--- src/rtl/fuzzy_steering_inference_top_defines.svh ---
// ----------------------------------------------------------------------------
// Fuzzy steering inference: assertion macros
// Immediate-step and next-cycle implication checks used by the top level.
// ----------------------------------------------------------------------------
`ifndef FUZZY_STEERING_INFERENCE_TOP_DEFINES_SVH
`define FUZZY_STEERING_INFERENCE_TOP_DEFINES_SVH

// same-cycle implication
`define FSI_ASSERT_IMP(label, clk, rst_n, ante, cons, msg) \
	label: assert property (@(posedge clk) disable iff (!rst_n) (ante) |-> (cons)) \
		else $error(msg);

// next-cycle implication
`define FSI_ASSERT_NEXT(label, clk, rst_n, ante, cons, msg) \
	label: assert property (@(posedge clk) disable iff (!rst_n) (ante) |=> (cons)) \
		else $error(msg);

`endif

--- src/rtl/fsi_divider.sv ---
// ----------------------------------------------------------------------------
// Fuzzy steering inference: output divider
// Restoring divider, one quotient bit a cycle, for the weighted average.
// ----------------------------------------------------------------------------
`default_nettype none

module fsi_divider #(
	parameter int NW = 37,
	parameter int DW = 21,
	parameter int QW = 16
) (
	input  wire logic          clk,
	input  wire logic          arst_n,
	input  wire logic          start,
	input  wire logic [NW-1:0] dividend,
	input  wire logic [DW-1:0] divisor,
	output logic      [QW-1:0] quotient,
	output logic               done
);

	localparam int CW = $clog2(QW + 1);
	localparam int SW = DW + QW - 1;

	logic [NW-1:0] rem_q;
	logic [SW-1:0] dsh_q;
	logic [QW-1:0] quot_q;
	logic [CW-1:0] cnt_q;
	logic          busy_q;
	logic          done_q;

	always_ff @(posedge clk or negedge arst_n) begin
		if (!arst_n) begin
			busy_q <= 1'b0;
			done_q <= 1'b0;
			cnt_q  <= '0;
		end else if (start) begin
			busy_q <= 1'b1;
			done_q <= 1'b0;
			cnt_q  <= '0;
		end else if (busy_q) begin
			cnt_q <= cnt_q + 1'b1;
			if (cnt_q == CW'(QW - 1)) begin
				busy_q <= 1'b0;
				done_q <= 1'b1;
			end
		end
	end

	always_ff @(posedge clk) begin
		if (start) begin
			rem_q  <= dividend;
			dsh_q  <= {divisor, {(QW-1){1'b0}}};
			quot_q <= '0;
		end else if (busy_q) begin
			if (rem_q >= NW'(dsh_q)) begin
				rem_q  <= rem_q - NW'(dsh_q);
				quot_q <= {quot_q[QW-2:0], 1'b1};
			end else begin
				quot_q <= {quot_q[QW-2:0], 1'b0};
			end
			dsh_q <= dsh_q >> 1;
		end
	end

	assign quotient = quot_q;
	assign done     = done_q;

endmodule

`default_nettype wire

--- config.mk ---
export PLATFORM = sky130hd
export DESIGN_NAME = fsi_divider
export DESIGN_NICKNAME = d
export VERILOG_FILES = /design/src/rtl/fuzzy_steering_inference_top_defines.svh /design/src/rtl/fsi_divider.sv
export SDC_FILE = /design/constraint.sdc
export NUM_CORES = 1
export LEC_CHECK = 0
export BUFFER_PORTS_ARGS = -buffer_cell sky130_fd_sc_hd__clkbuf_2
export CAP_MARGIN = 20
export CORE_ASPECT_RATIO = 0.7
export CORE_MARGIN = 3
export CORE_UTILIZATION = 42
export CTS_BUF_LIST = sky130_fd_sc_hd__clkbuf_8
export DETAILED_ROUTE_END_ITERATION = 12
export GPL_TIMING_DRIVEN = 0
export PLACE_DENSITY_LB_ADDON = 0.3
export SLEW_MARGIN = 20
export SYNTH_ARGS = -nofsm -noshare
export SYNTH_HDL_FRONTEND = slang
export SYNTH_SLANG_ARGS = --single-unit
--- constraint.sdc ---
create_clock -name clk -period 12.4 [get_ports clk]
set_input_delay 2.48 -clock clk [delete_from_list [all_inputs] [get_ports clk]]
set_output_delay 2.48 -clock clk [all_outputs]
set_load 0.1 [all_outputs]
==> results by group <==
Cells and area
  • # diodes: 0
  • Most common cell after layout, fill and taps aside: nand2_1
  • Most frequent cells in the layout: 83 x nand2_1, 77 x clkbuf_2, 62 x nor2_1
  • Final Cell Area: ~0.0069 mm²
  • Layout cells sized above 1: 15.13%
  • Final layout net count: 855
  • P&R area growth vs syn: 14.76%

Synth
  • Flops & latches, synth: 96
  • Share of synthesized registers carrying an async set or reset: ~7.3%
  • Syn Area/Cell: 9.091 µm²
  • Total number of yosys warnings: 0
  • XOR/XNOR Fraction of Synth Area: 4.629%
  • Post-synthesis mux area share: 5.621%
  • Seq/Total Area, Yosys: 41.91%
  • Cell variety after synth: 58
  • Largest family of logic cells by synthesized area: compound AO/OA/AOI/OAI gates
  • Syn_nets: about 770
  • Synth Area in Simple Gates: 14.65%
  • Mapped cell area: 0.006055 mm²
  • Number of flops mapped to enable cells by yosys: 58
  • Post-synthesis adder-cell area fraction: 8.184%
  • Compound-Gate Fraction of Synth Area: 19.51%
  • Dominant synthesized flop cell: edfxtp_1
  • Post-Synthesis Cells: 666

Route
  • Post-route DRC violation count: 0
  • Total wire length: 15,870 µm
  • DR pass1 iterations: 6
  • Final ANT Viol Nets: 0
  • WL/cell: 16.70 µm
  • Post-DR vias/cell: ~5.5
  • Initial detailed-routing violation count: a little under 500
  • Via Count: 5,223

Clocking
  • CTS root buf: clkbuf_8
  • Hold buffer count at cts: 0
  • TritonCTS Buffers: 9
  • Buffer count from post-CTS setup fixing: 0
  • Worst-path clk slew: 120 ps
  • Post-CTS Resized: 0
  • Clk_lat worst skew: about 390 ps
  • CTS Sinks: 96
  • Max Root-Sink Buffers: 2
  • H-tree Lvls: 3
  • CTS tree: yes

GRT
  • First-pass GRT wire length: 25,140 µm
  • Largest net degree at the start of global routing: 23
  • Global route overflow: 0
  • Total GRT Usage: 19.92%
  • Initial antenna violation count: 0
  • Vias in the first global route: 4,903

STA
  • Setup-failing EPs final: 0
  • Worst slew pin tran: about 800 ps
  • Pins Over Slew Limit: 0
  • RSZ-0062 raised after global routing: false
  • Min Clock Period, post-route: 4290 ps
  • Hold Fails Final Rpt: 0
  • Slew Limit Headroom: 46.69%
  • Fmax: approximately 0.23 GHz
  • Period utilization: 34.60%
  • TNS Setup: 0 ps
  • Clock skew after layout: 13.53 ps

Placement
  • Final HPWL DP: 12,410 µm
  • Port bufs: 77
  • Placed instance area: around 0.0067 mm²
  • RePlAce Congestion: 0.9218

Power and ir drop
  • Max VDD drop: 0.00008835 V
  • P_leak: 3.171 nW
  • P_sw: 698.8 µW
  • Clk pwr share: 14.8%
  • Cell Int Power: 861.8 µW
  • Seq pwr share: 30.2%
  • Combinational share of power: between 50 and 60%
  • Switching share of power: 44.78%
  • Pwr/cell area: about 220 mW/mm²

Worst setup path
  • Setup CP Type: in2reg
  • Req. time, crit path: 12,530 ps
  • CP Launch Type: primary input
  • Critical Path AT: 4420 ps
  • Critical R2R Launch: dsh_q[7]$_SDFFE_PP0P_
  • Worst-path fanout max: 10
  • Reg2Reg Depth: 10
  • Crit end category: flop
  • Worst reg-to-reg setup slack: 8730 ps
  • End of the worst register-to-register path: rem_q[10]$_DFFE_PP_

Flow run
  • Max_cap viols: 0

Die
  • Total die area: 0.01592 mm²
  • Initial Utilization: 43.22%
  • Rows: 36
  • # IOs: 78
  • Core area: 0.01401 mm²
  • Die span in x: 149.5 µm
  • Die Height: 106.5 µm

Hold path
  • Hold Crit Depth: 2
  • WHS Endpoint: dsh_q[0]$_SDFFE_PP0P_
  • Hold Startpoint: dsh_q[0]$_SDFFE_PP0P_
  • Tightest Hold Check Type: reg2reg

Outcome
  • Status: finished, final reports clean
power by group through the flow:
stage | Combinational (mW) | Clock, mW | Sequential [mW]
after floorplan | 0.632 | 0 | 0.489
after global placement | 0.814 | 0 | 0.480
after detailed placement | 0.838 | 0 | 0.478
after CTS | 0.845 | 0.236 | 0.472
after global routing | 0.949 | 0.246 | 0.477
final | 0.859 | 0.230 | 0.471
stage by stage:
step           setup slack, ps  std cells  total power [mW]  hold WS [ps]  util, %
3_3_place_gp              6426        933             1.295         489.9    47.67
5_1_grt                   7955        950             1.672         565.3    49.60
4_1_cts                   8113        950             1.552         544.1    49.58
2_1_floorplan             7867        666             1.121         464.7        -
6_report                  8110        950             1.561         532.7    49.60
3_5_place_dp              7711        934             1.316         511.0    47.99
final cells by class:
class                           count  area, µm²
Clock buffer                        9      123.9
Multi-Input combinational cell    483       3204
Inverter                           52      195.2
Sequential cell                    96       2537
Clock inverter                      7      98.84
Tap cell                          190      237.7
Fill cell                        1353       7061
Timing Repair Buffer               78      412.9
Buffer                             35      137.6
sequential cells by signal (all words and copies together) (netlist names):
name and count:
rem_q 37, dsh_q 36, quotient 16, cnt_q 5
busy_q 1, done 1
worst max-delay path, cell delays in order:
cell	delay (ps)
clkbuf_2	190
clkbuf_1	490
clkbuf_1	550
clkbuf_1	550
o21ai_0	160
routing by layer:
layer / track usage [%] / part of all wire, %
met5: 0 / 0
met4: 4.572 / 1.2
met3: 4.261 / 7.9
met2: 28.32 / 41
met1: 30.78 / 50
worst max-delay path by stage:
stage | start | endpoint | slack (ps) | cells past startpoint
2_1_floorplan | start | rem_q[0]$_DFFE_PP_ | 7870 | 3
3_3_place_gp | dsh_q[7]$_SDFFE_PP0P_ | rem_q[12]$_DFFE_PP_ | 6430 | 9
3_5_place_dp | start | rem_q[1]$_DFFE_PP_ | 7710 | 5
6_report | start | rem_q[1]$_DFFE_PP_ | 8110 | 5
4_1_cts | start | rem_q[1]$_DFFE_PP_ | 8110 | 5
5_1_grt | start | dsh_q[20]$_DFFE_PP_ | 7950 | 6
cells by family after synthesis:
kind of cell / count (synthesis)
mux: 34
compound gates: 179
buf+inv: 87
simple gates: 199
xor+xnor: 32
flops: 96
fa+ha+maj: 39
synthesized netlist by cell type, types with 2 or more instances:
library cell | count | area (µm²)
nor3_1 | 4 | 20.02
and3_1 | 4 | 25.02
o31ai_1 | 24 | 180.2
a31oi_1 | 3 | 18.77
a21oi_1 | 45 | 225.2
a21o_1 | 12 | 90.09
xor2_1 | 15 | 131.4
and2_1 | 6 | 37.54
a21oi_2 | 2 | 17.52
o21bai_1 | 7 | 52.55
nand2b_1 | 2 | 12.51
mux2i_1 | 34 | 340.3
nand2_1 | 84 | 315.3
inv_1 | 52 | 195.2
o211a_1 | 3 | 30.03
ha_1 | 38 | 475.5
a211oi_1 | 4 | 30.03
buf_2 | 2 | 10.01
o21a_1 | 5 | 37.54
xnor2_1 | 17 | 148.9
a21o_2 | 2 | 17.52
dfrtp_1 | 7 | 175.2
a31o_2 | 3 | 26.28
nor3_2 | 2 | 20.02
dfxtp_1 | 31 | 620.6
nand4_1 | 8 | 50.05
or2_2 | 2 | 12.51
o211ai_1 | 4 | 30.03
o21ai_0 | 49 | 245.2
and4_1 | 2 | 17.52
nand3_1 | 10 | 50.05
nor2b_1 | 5 | 31.28
o221ai_1 | 3 | 26.28
nor2_1 | 62 | 232.7
clkbuf_1 | 32 | 120.1
or3_1 | 2 | 12.51
edfxtp_1 | 58 | 1742
(Power assumes the default switching activity.)
