[config.mk]
export PLATFORM = sky130hd
export DESIGN_NAME = fsi_lane
export DESIGN_NICKNAME = d
export VERILOG_FILES = /design/src/rtl/fuzzy_steering_inference_top_defines.svh /design/src/rtl/fsi_pkg.sv /design/src/rtl/fsi_lane.sv
export SDC_FILE = /design/constraint.sdc
export NUM_CORES = 2
export LEC_CHECK = 0
export BUFFER_PORTS_ARGS = -buffer_cell sky130_fd_sc_hd__buf_4
export CAP_MARGIN = 20
export CORE_ASPECT_RATIO = 0.5
export CORE_UTILIZATION = 47
export CTS_CLUSTER_DIAMETER = 30
export DETAILED_ROUTE_END_ITERATION = 10
export GPL_TIMING_DRIVEN = 1
export SLEW_MARGIN = 15
export SYNTH_ARGS = -nofsm -noshare
export SYNTH_HDL_FRONTEND = slang
export SYNTH_SLANG_ARGS = --single-unit
[constraint.sdc]
create_clock -name clk -period 10.5 [get_ports clk]
set_clock_uncertainty 0.2 [all_clocks]
set_input_delay 0 -clock clk [delete_from_list [all_inputs] [get_ports clk]]
set_output_delay 0 -clock clk [all_outputs]
set_load 0.05 [all_outputs]
[src/rtl/fuzzy_steering_inference_top_defines.svh]
// ----------------------------------------------------------------------------
// Fuzzy steering inference: assertion macros
// Immediate-step and next-cycle implication checks used by the top level.
// ----------------------------------------------------------------------------
`ifndef FUZZY_STEERING_INFERENCE_TOP_DEFINES_SVH
`define FUZZY_STEERING_INFERENCE_TOP_DEFINES_SVH

// same-cycle implication
`define FSI_ASSERT_IMP(label, clk, rst_n, ante, cons, msg) \
	label: assert property (@(posedge clk) disable iff (!rst_n) (ante) |-> (cons)) \
		else $error(msg);

// next-cycle implication
`define FSI_ASSERT_NEXT(label, clk, rst_n, ante, cons, msg) \
	label: assert property (@(posedge clk) disable iff (!rst_n) (ante) |=> (cons)) \
		else $error(msg);

`endif

[src/rtl/fsi_pkg.sv]
// ----------------------------------------------------------------------------
// Fuzzy steering inference package
// Types, codes, widths and the exponential tables shared by the block.
// ----------------------------------------------------------------------------
`default_nettype none

package fsi_pkg;

	localparam int DEF_NUM_RULES  = 10;
	localparam int DEF_NUM_INPUTS = 4;

	localparam int DIST_W   = 16;
	localparam int CENTRE_W = 15;
	localparam int SPREAD_W = 13;
	localparam int CONS_W   = 15;
	localparam int MU_W     = 17;
	localparam int STEER_QW = 16;

	localparam logic [1:0] FUNC_SET  = 2'd0;
	localparam logic [1:0] FUNC_EVAL = 2'd1;
	localparam logic [1:0] FUNC_CONS = 2'd2;

	localparam logic [1:0] MARK_ABOVE = 2'b01;
	localparam logic [1:0] MARK_BELOW = 2'b11;

	localparam logic [MU_W-1:0] MU_ONE  = 17'd65536;
	localparam logic [7:0]      Q_LIMIT = 8'd192;
	localparam logic [3:0]      LANE_DIV_LAST = 4'd7;

	typedef enum logic [3:0] {
		S_IDLE,
		S_RD,
		S_SQ,
		S_LD,
		S_DIV,
		S_EXP,
		S_PHI,
		S_ACC,
		S_FIN,
		S_FDIV,
		S_OUT
	} state_t;

	typedef struct packed {
		logic div_load;
		logic div_step;
	} lane_ctrl_t;

	function automatic logic [16:0] exp_int(input logic [3:0] k);
		logic [16:0] v;
		case (k)
			4'd0:  v = 17'd65536;
			4'd1:  v = 17'd24109;
			4'd2:  v = 17'd8869;
			4'd3:  v = 17'd3263;
			4'd4:  v = 17'd1200;
			4'd5:  v = 17'd442;
			4'd6:  v = 17'd162;
			4'd7:  v = 17'd60;
			4'd8:  v = 17'd22;
			4'd9:  v = 17'd8;
			4'd10: v = 17'd3;
			4'd11: v = 17'd1;
			default: v = 17'd0;
		endcase
		return v;
	endfunction

	function automatic logic [16:0] exp_frac(input logic [3:0] i);
		logic [16:0] v;
		case (i)
			4'd0:  v = 17'd65536;
			4'd1:  v = 17'd61565;
			4'd2:  v = 17'd57835;
			4'd3:  v = 17'd54331;
			4'd4:  v = 17'd51039;
			4'd5:  v = 17'd47947;
			4'd6:  v = 17'd45042;
			4'd7:  v = 17'd42313;
			4'd8:  v = 17'd39750;
			4'd9:  v = 17'd37341;
			4'd10: v = 17'd35079;
			4'd11: v = 17'd32954;
			4'd12: v = 17'd30957;
			4'd13: v = 17'd29081;
			4'd14: v = 17'd27319;
			4'd15: v = 17'd25664;
			default: v = 17'd0;
		endcase
		return v;
	endfunction

endpackage

`default_nettype wire

[src/rtl/fsi_lane.sv]
// ----------------------------------------------------------------------------
// Fuzzy steering inference: membership lane
// Holds one input's Gaussian sets for every rule and evaluates the
// membership of the held distance against the addressed rule.
// ----------------------------------------------------------------------------
`default_nettype none

module fsi_lane #(
	parameter  int NUM_RULES = fsi_pkg::DEF_NUM_RULES,
	localparam int RA_W      = (NUM_RULES > 1) ? $clog2(NUM_RULES) : 1
) (
	input  wire logic                            clk,
	input  wire logic                            arst_n,
	input  wire logic                            wr_en,
	input  wire logic [RA_W-1:0]                 wr_addr,
	input  wire logic [fsi_pkg::CENTRE_W-1:0]    wr_centre,
	input  wire logic [fsi_pkg::SPREAD_W-1:0]    wr_spread,
	input  wire logic [1:0]                      wr_mark,
	input  wire logic [RA_W-1:0]                 rd_addr,
	input  wire logic [fsi_pkg::DIST_W-1:0]      x,
	input  wire fsi_pkg::lane_ctrl_t             ctrl,
	output logic      [fsi_pkg::MU_W-1:0]        mu
);

	logic [fsi_pkg::CENTRE_W-1:0] centre_mem [NUM_RULES];
	logic [fsi_pkg::SPREAD_W-1:0] spread_mem [NUM_RULES];
	logic [1:0]                   mark_q     [NUM_RULES];

	logic [fsi_pkg::CENTRE_W-1:0] centre_s1;
	logic [fsi_pkg::SPREAD_W-1:0] spread_s1;
	logic [1:0]                   mark_s1;

	logic [fsi_pkg::DIST_W-1:0]   c_ext;
	logic [fsi_pkg::DIST_W-1:0]   d;
	logic [fsi_pkg::SPREAD_W-1:0] w_eff;
	logic                         sat;

	logic        sat_s2;
	logic [31:0] d2_s2;
	logic [25:0] w2_s2;

	logic [36:0] num_c;
	logic [26:0] den2_c;
	logic [36:0] rem_q;
	logic [33:0] dsh_q;
	logic [7:0]  q_q;
	logic        ovf_q;

	logic        zero;
	logic [32:0] prod;
	logic [fsi_pkg::MU_W-1:0] mu_s4;

	always_ff @(posedge clk) begin
		if (wr_en) begin
			centre_mem[wr_addr] <= wr_centre;
			spread_mem[wr_addr] <= wr_spread;
		end
		centre_s1 <= centre_mem[rd_addr];
		spread_s1 <= spread_mem[rd_addr];
	end

	always_ff @(posedge clk or negedge arst_n) begin
		if (!arst_n) begin
			for (int i = 0; i < NUM_RULES; i++) begin
				mark_q[i] <= 2'b00;
			end
		end else if (wr_en) begin
			mark_q[wr_addr] <= wr_mark;
		end
	end

	always_ff @(posedge clk) begin
		mark_s1 <= mark_q[rd_addr];
	end

	always_comb begin
		c_ext = {1'b0, centre_s1};
		sat   = ((mark_s1 == fsi_pkg::MARK_ABOVE) && (x > c_ext)) ||
		        ((mark_s1 == fsi_pkg::MARK_BELOW) && (x < c_ext));
		w_eff = (spread_s1 == '0) ? 13'd1 : spread_s1;
		d     = (x >= c_ext) ? (x - c_ext) : (c_ext - x);
	end

	always_ff @(posedge clk) begin
		sat_s2 <= sat;
		d2_s2  <= 32'(d) * 32'(d);
		w2_s2  <= 26'(w_eff) * 26'(w_eff);
	end

	assign num_c  = {1'b0, d2_s2, 4'b0000} + 37'(w2_s2);
	assign den2_c = {w2_s2, 1'b0};

	always_ff @(posedge clk) begin
		if (ctrl.div_load) begin
			rem_q <= num_c;
			dsh_q <= {den2_c, 7'b0};
			q_q   <= '0;
			ovf_q <= num_c >= {2'b00, den2_c, 8'b0};
		end else if (ctrl.div_step) begin
			if (rem_q >= 37'(dsh_q)) begin
				rem_q <= rem_q - 37'(dsh_q);
				q_q   <= {q_q[6:0], 1'b1};
			end else begin
				q_q   <= {q_q[6:0], 1'b0};
			end
			dsh_q <= dsh_q >> 1;
		end
	end

	assign zero = ovf_q || (q_q >= fsi_pkg::Q_LIMIT);
	assign prod = 33'(fsi_pkg::exp_int(q_q[7:4])) * 33'(fsi_pkg::exp_frac(q_q[3:0]));

	always_ff @(posedge clk) begin
		if (sat_s2) begin
			mu_s4 <= fsi_pkg::MU_ONE;
		end else if (zero) begin
			mu_s4 <= '0;
		end else begin
			mu_s4 <= 17'((prod + 33'd32768) >> 16);
		end
	end

	assign mu = mu_s4;

endmodule

`default_nettype wire

==> metrics.txt <==
status=finished, final reports clean; synthesized cell area=between 40000 and 50000 um^2; vias=just under 30000; Max Clock Freq=0.108 GHz; CTS tree=done; Placeable Area=around 90000 um^2; largest net degree at the start of global routing=65; most common cell after layout, fill and taps aside=inv_1; count of state elements after synthesis=just over 500; IO Count=76; critical path launch point type=register; vias in the first global route=just over 30000; CP Capture Type=register; share of layout cells above drive strength 1=0.0904; cts repair resizes=0; DRT iter0 DRCs=~1800; clk slew on worst S/H paths=around 0.06 ns; Max Slew Vio Count=0; Hold Slack=between 0.1 and 0.15 ns; RePlAce Congestion=about 0.9; Least-Margin Pin Slew=approximately 1.0 ns; row cnt=~80; period utilization=0.885; WL/cell=about 18 um; Cell Area, Placed=~46000 um^2; Max-Cap Viols=0; RSZ-0062 raised after global routing=no; crit path max fanout=22; launch point of the worst reg-to-reg path=centre_s1[12]; R2R cell count=32; Non-Filler Cell Area, Final=49400 um^2; first-pass GRT wire length=approximately 160000 um; commonest non-fill, non-tap cells in the layout=737 x inv_1, 454 x fa_1, 420 x ha_1; CTS Buf Count=between 80 and 90; HP Class=input port to register; Tmin final=a little over 9 ns; WL final=~100000 um; fin nets=5196; Worst path max stage delay=about 0.54 ns; Worst R2R Setup Slack=approximately 1.2 ns; slowest cell on the critical path=fa_1; Die W=~430 um; Worst Path Required=approximately 11 ns; cell count after synthesis=a little over 4000; antenna violations before repair=5; sequential fraction of the synthesis area=0.316; post-route ant nets=0; Skew-Pair Late Insertion Delay=~0.67 ns; synth warn=0; Avg Inst Size Synth=10.6 um^2; Yosys cell types=a little under 90; Area growth, synth to finish=12.7%; clk buf depth=3; DRC errors left=0; setup TNS=0 ns; Syn Nets=around 5100; Initial Util=0.479; root buffer selected by CTS=clkbuf_16; Critical Path End=d2_s2[21]; Max transition margin=0.315; grt ovf=0; Reg2Reg Capture Point=d2_s2[21]; Final Hold Violating Endpoints=0; die span in y=~220 um; final setup vio count=0; gr usage total=0.214; Post-DP HPWL=roughly 73000 um; Hold Buf Count CTS=80; H-tree levels=3; die area=~95000 um^2; CP Class=register to register; Post-CTS Setup Inserts=0; Critical Path AT=between 9 and 10 ns; EDFF count, synth=between 300 and 400; PortBufs=75; Vias per Instance=approximately 5.3; first drt pass iteration count=5; CTS Sinks=515; Post-synth top flop=edfxtp_1; Synth async-reset ratio=0.0388; Worst Setup SP=centre_s1[12]
## routing by layer
layer	share of wire	global-route usage
met1	0.47	0.295
met3	0.048	0.0332
met5	0.00013	0
met4	0.018	0.0511
met2	0.47	0.355
## sequential cells by signal, summed over array words and instances (netlist names), 13 cells and up, named ones only
register    cells
centre_mem    150
centre_s1      15
d2_s2          31
dsh_q          34
mark_q         20
mu             17
rem_q          37
spread_mem    130
spread_s1      13
w2_s2          25
## cells in the mapped netlist (37+ instances only)
library cell,count,area (um^2)
inv_1,737,2770
fa_1,454,9090
ha_1,420,5260
nand2_1,353,1330
edfxtp_1,344,10300
and2_1,202,1260
nor2_1,183,687
a21oi_1,164,821
dfxtp_1,151,3020
o21ai_0,121,606
clkbuf_1,115,432
xnor2_1,88,771
a21o_1,73,548
mux4_2,60,1350
mux2i_1,58,581
xor2_1,53,464
a211oi_1,48,360
nor2b_1,47,294
nor3_1,41,205
nand3_1,37,185
## layout make-up
type	count	area, um^2
flip-flops and latches	515	13900
diodes	3	7.51
multi-input cells	2736	26600
repair buffers	181	1560
fillers	8089	42100
clock inverters	57	726
clock buffers	100	2290
well taps	1240	1550
inverters	745	2800
## worst min-delay path by stage
stage | startpoint | end | slack, ns | cells after the start
after floorplan | arst_n | mark_q[0] | -0.50 | 0
after global placement | arst_n | mark_q[12] | -0.31 | 1
after detailed placement | arst_n | mark_q[12] | -0.30 | 1
after CTS | x[0] | d2_s2[2] | 0.07 | 8
after global routing | rd_addr[1] | centre_s1[11] | 0.14 | 4
final | rd_addr[1] | centre_s1[11] | 0.13 | 4
## cell families (layout without fill, tap and decap cells)
kind of cell | after synthesis | after routing | share of synthesized area
flip-flops | 515 | 515 | 0.316
XOR/XNOR | 149 | 149 | 0.0311
other | 0 | 3 | 0
buffers and inverters | 895 | 1083 | 0.0776
AND/OR/NAND/NOR | 983 | 983 | 0.109
multiplexers | 152 | 152 | 0.0532
AO/OA/AOI/OAI | 578 | 578 | 0.0858
adder cells (fa/ha/maj) | 874 | 874 | 0.327
## critical path: cells and delay by family, from the launching register on
kind,cells,cell delay [ns]
adders and majority gates,8,3.84
AOI/OAI and AO/OA,9,2.33
and+or+nand+nor,5,1.22
buffers and inverters,7,0.60
xor gates and xnor gates,2,0.37
muxes,1,0.34
DFF,1,0.32
## through the flow
step | worst slack (ns) | utilization | instances
detailed placement | 1.28 | 0.498 | 5337
CTS | 1.23 | 0.540 | 5574
finish | 1.21 | 0.540 | 5577
global route | 0.626 | 0.540 | 5576
global placement | 1.43 | 0.498 | 5337
floorplan | 2.18 | - | 4146
Power is not shown: default switching activity piles up to over one toggle a cycle in this logic, so the estimate is an artifact.
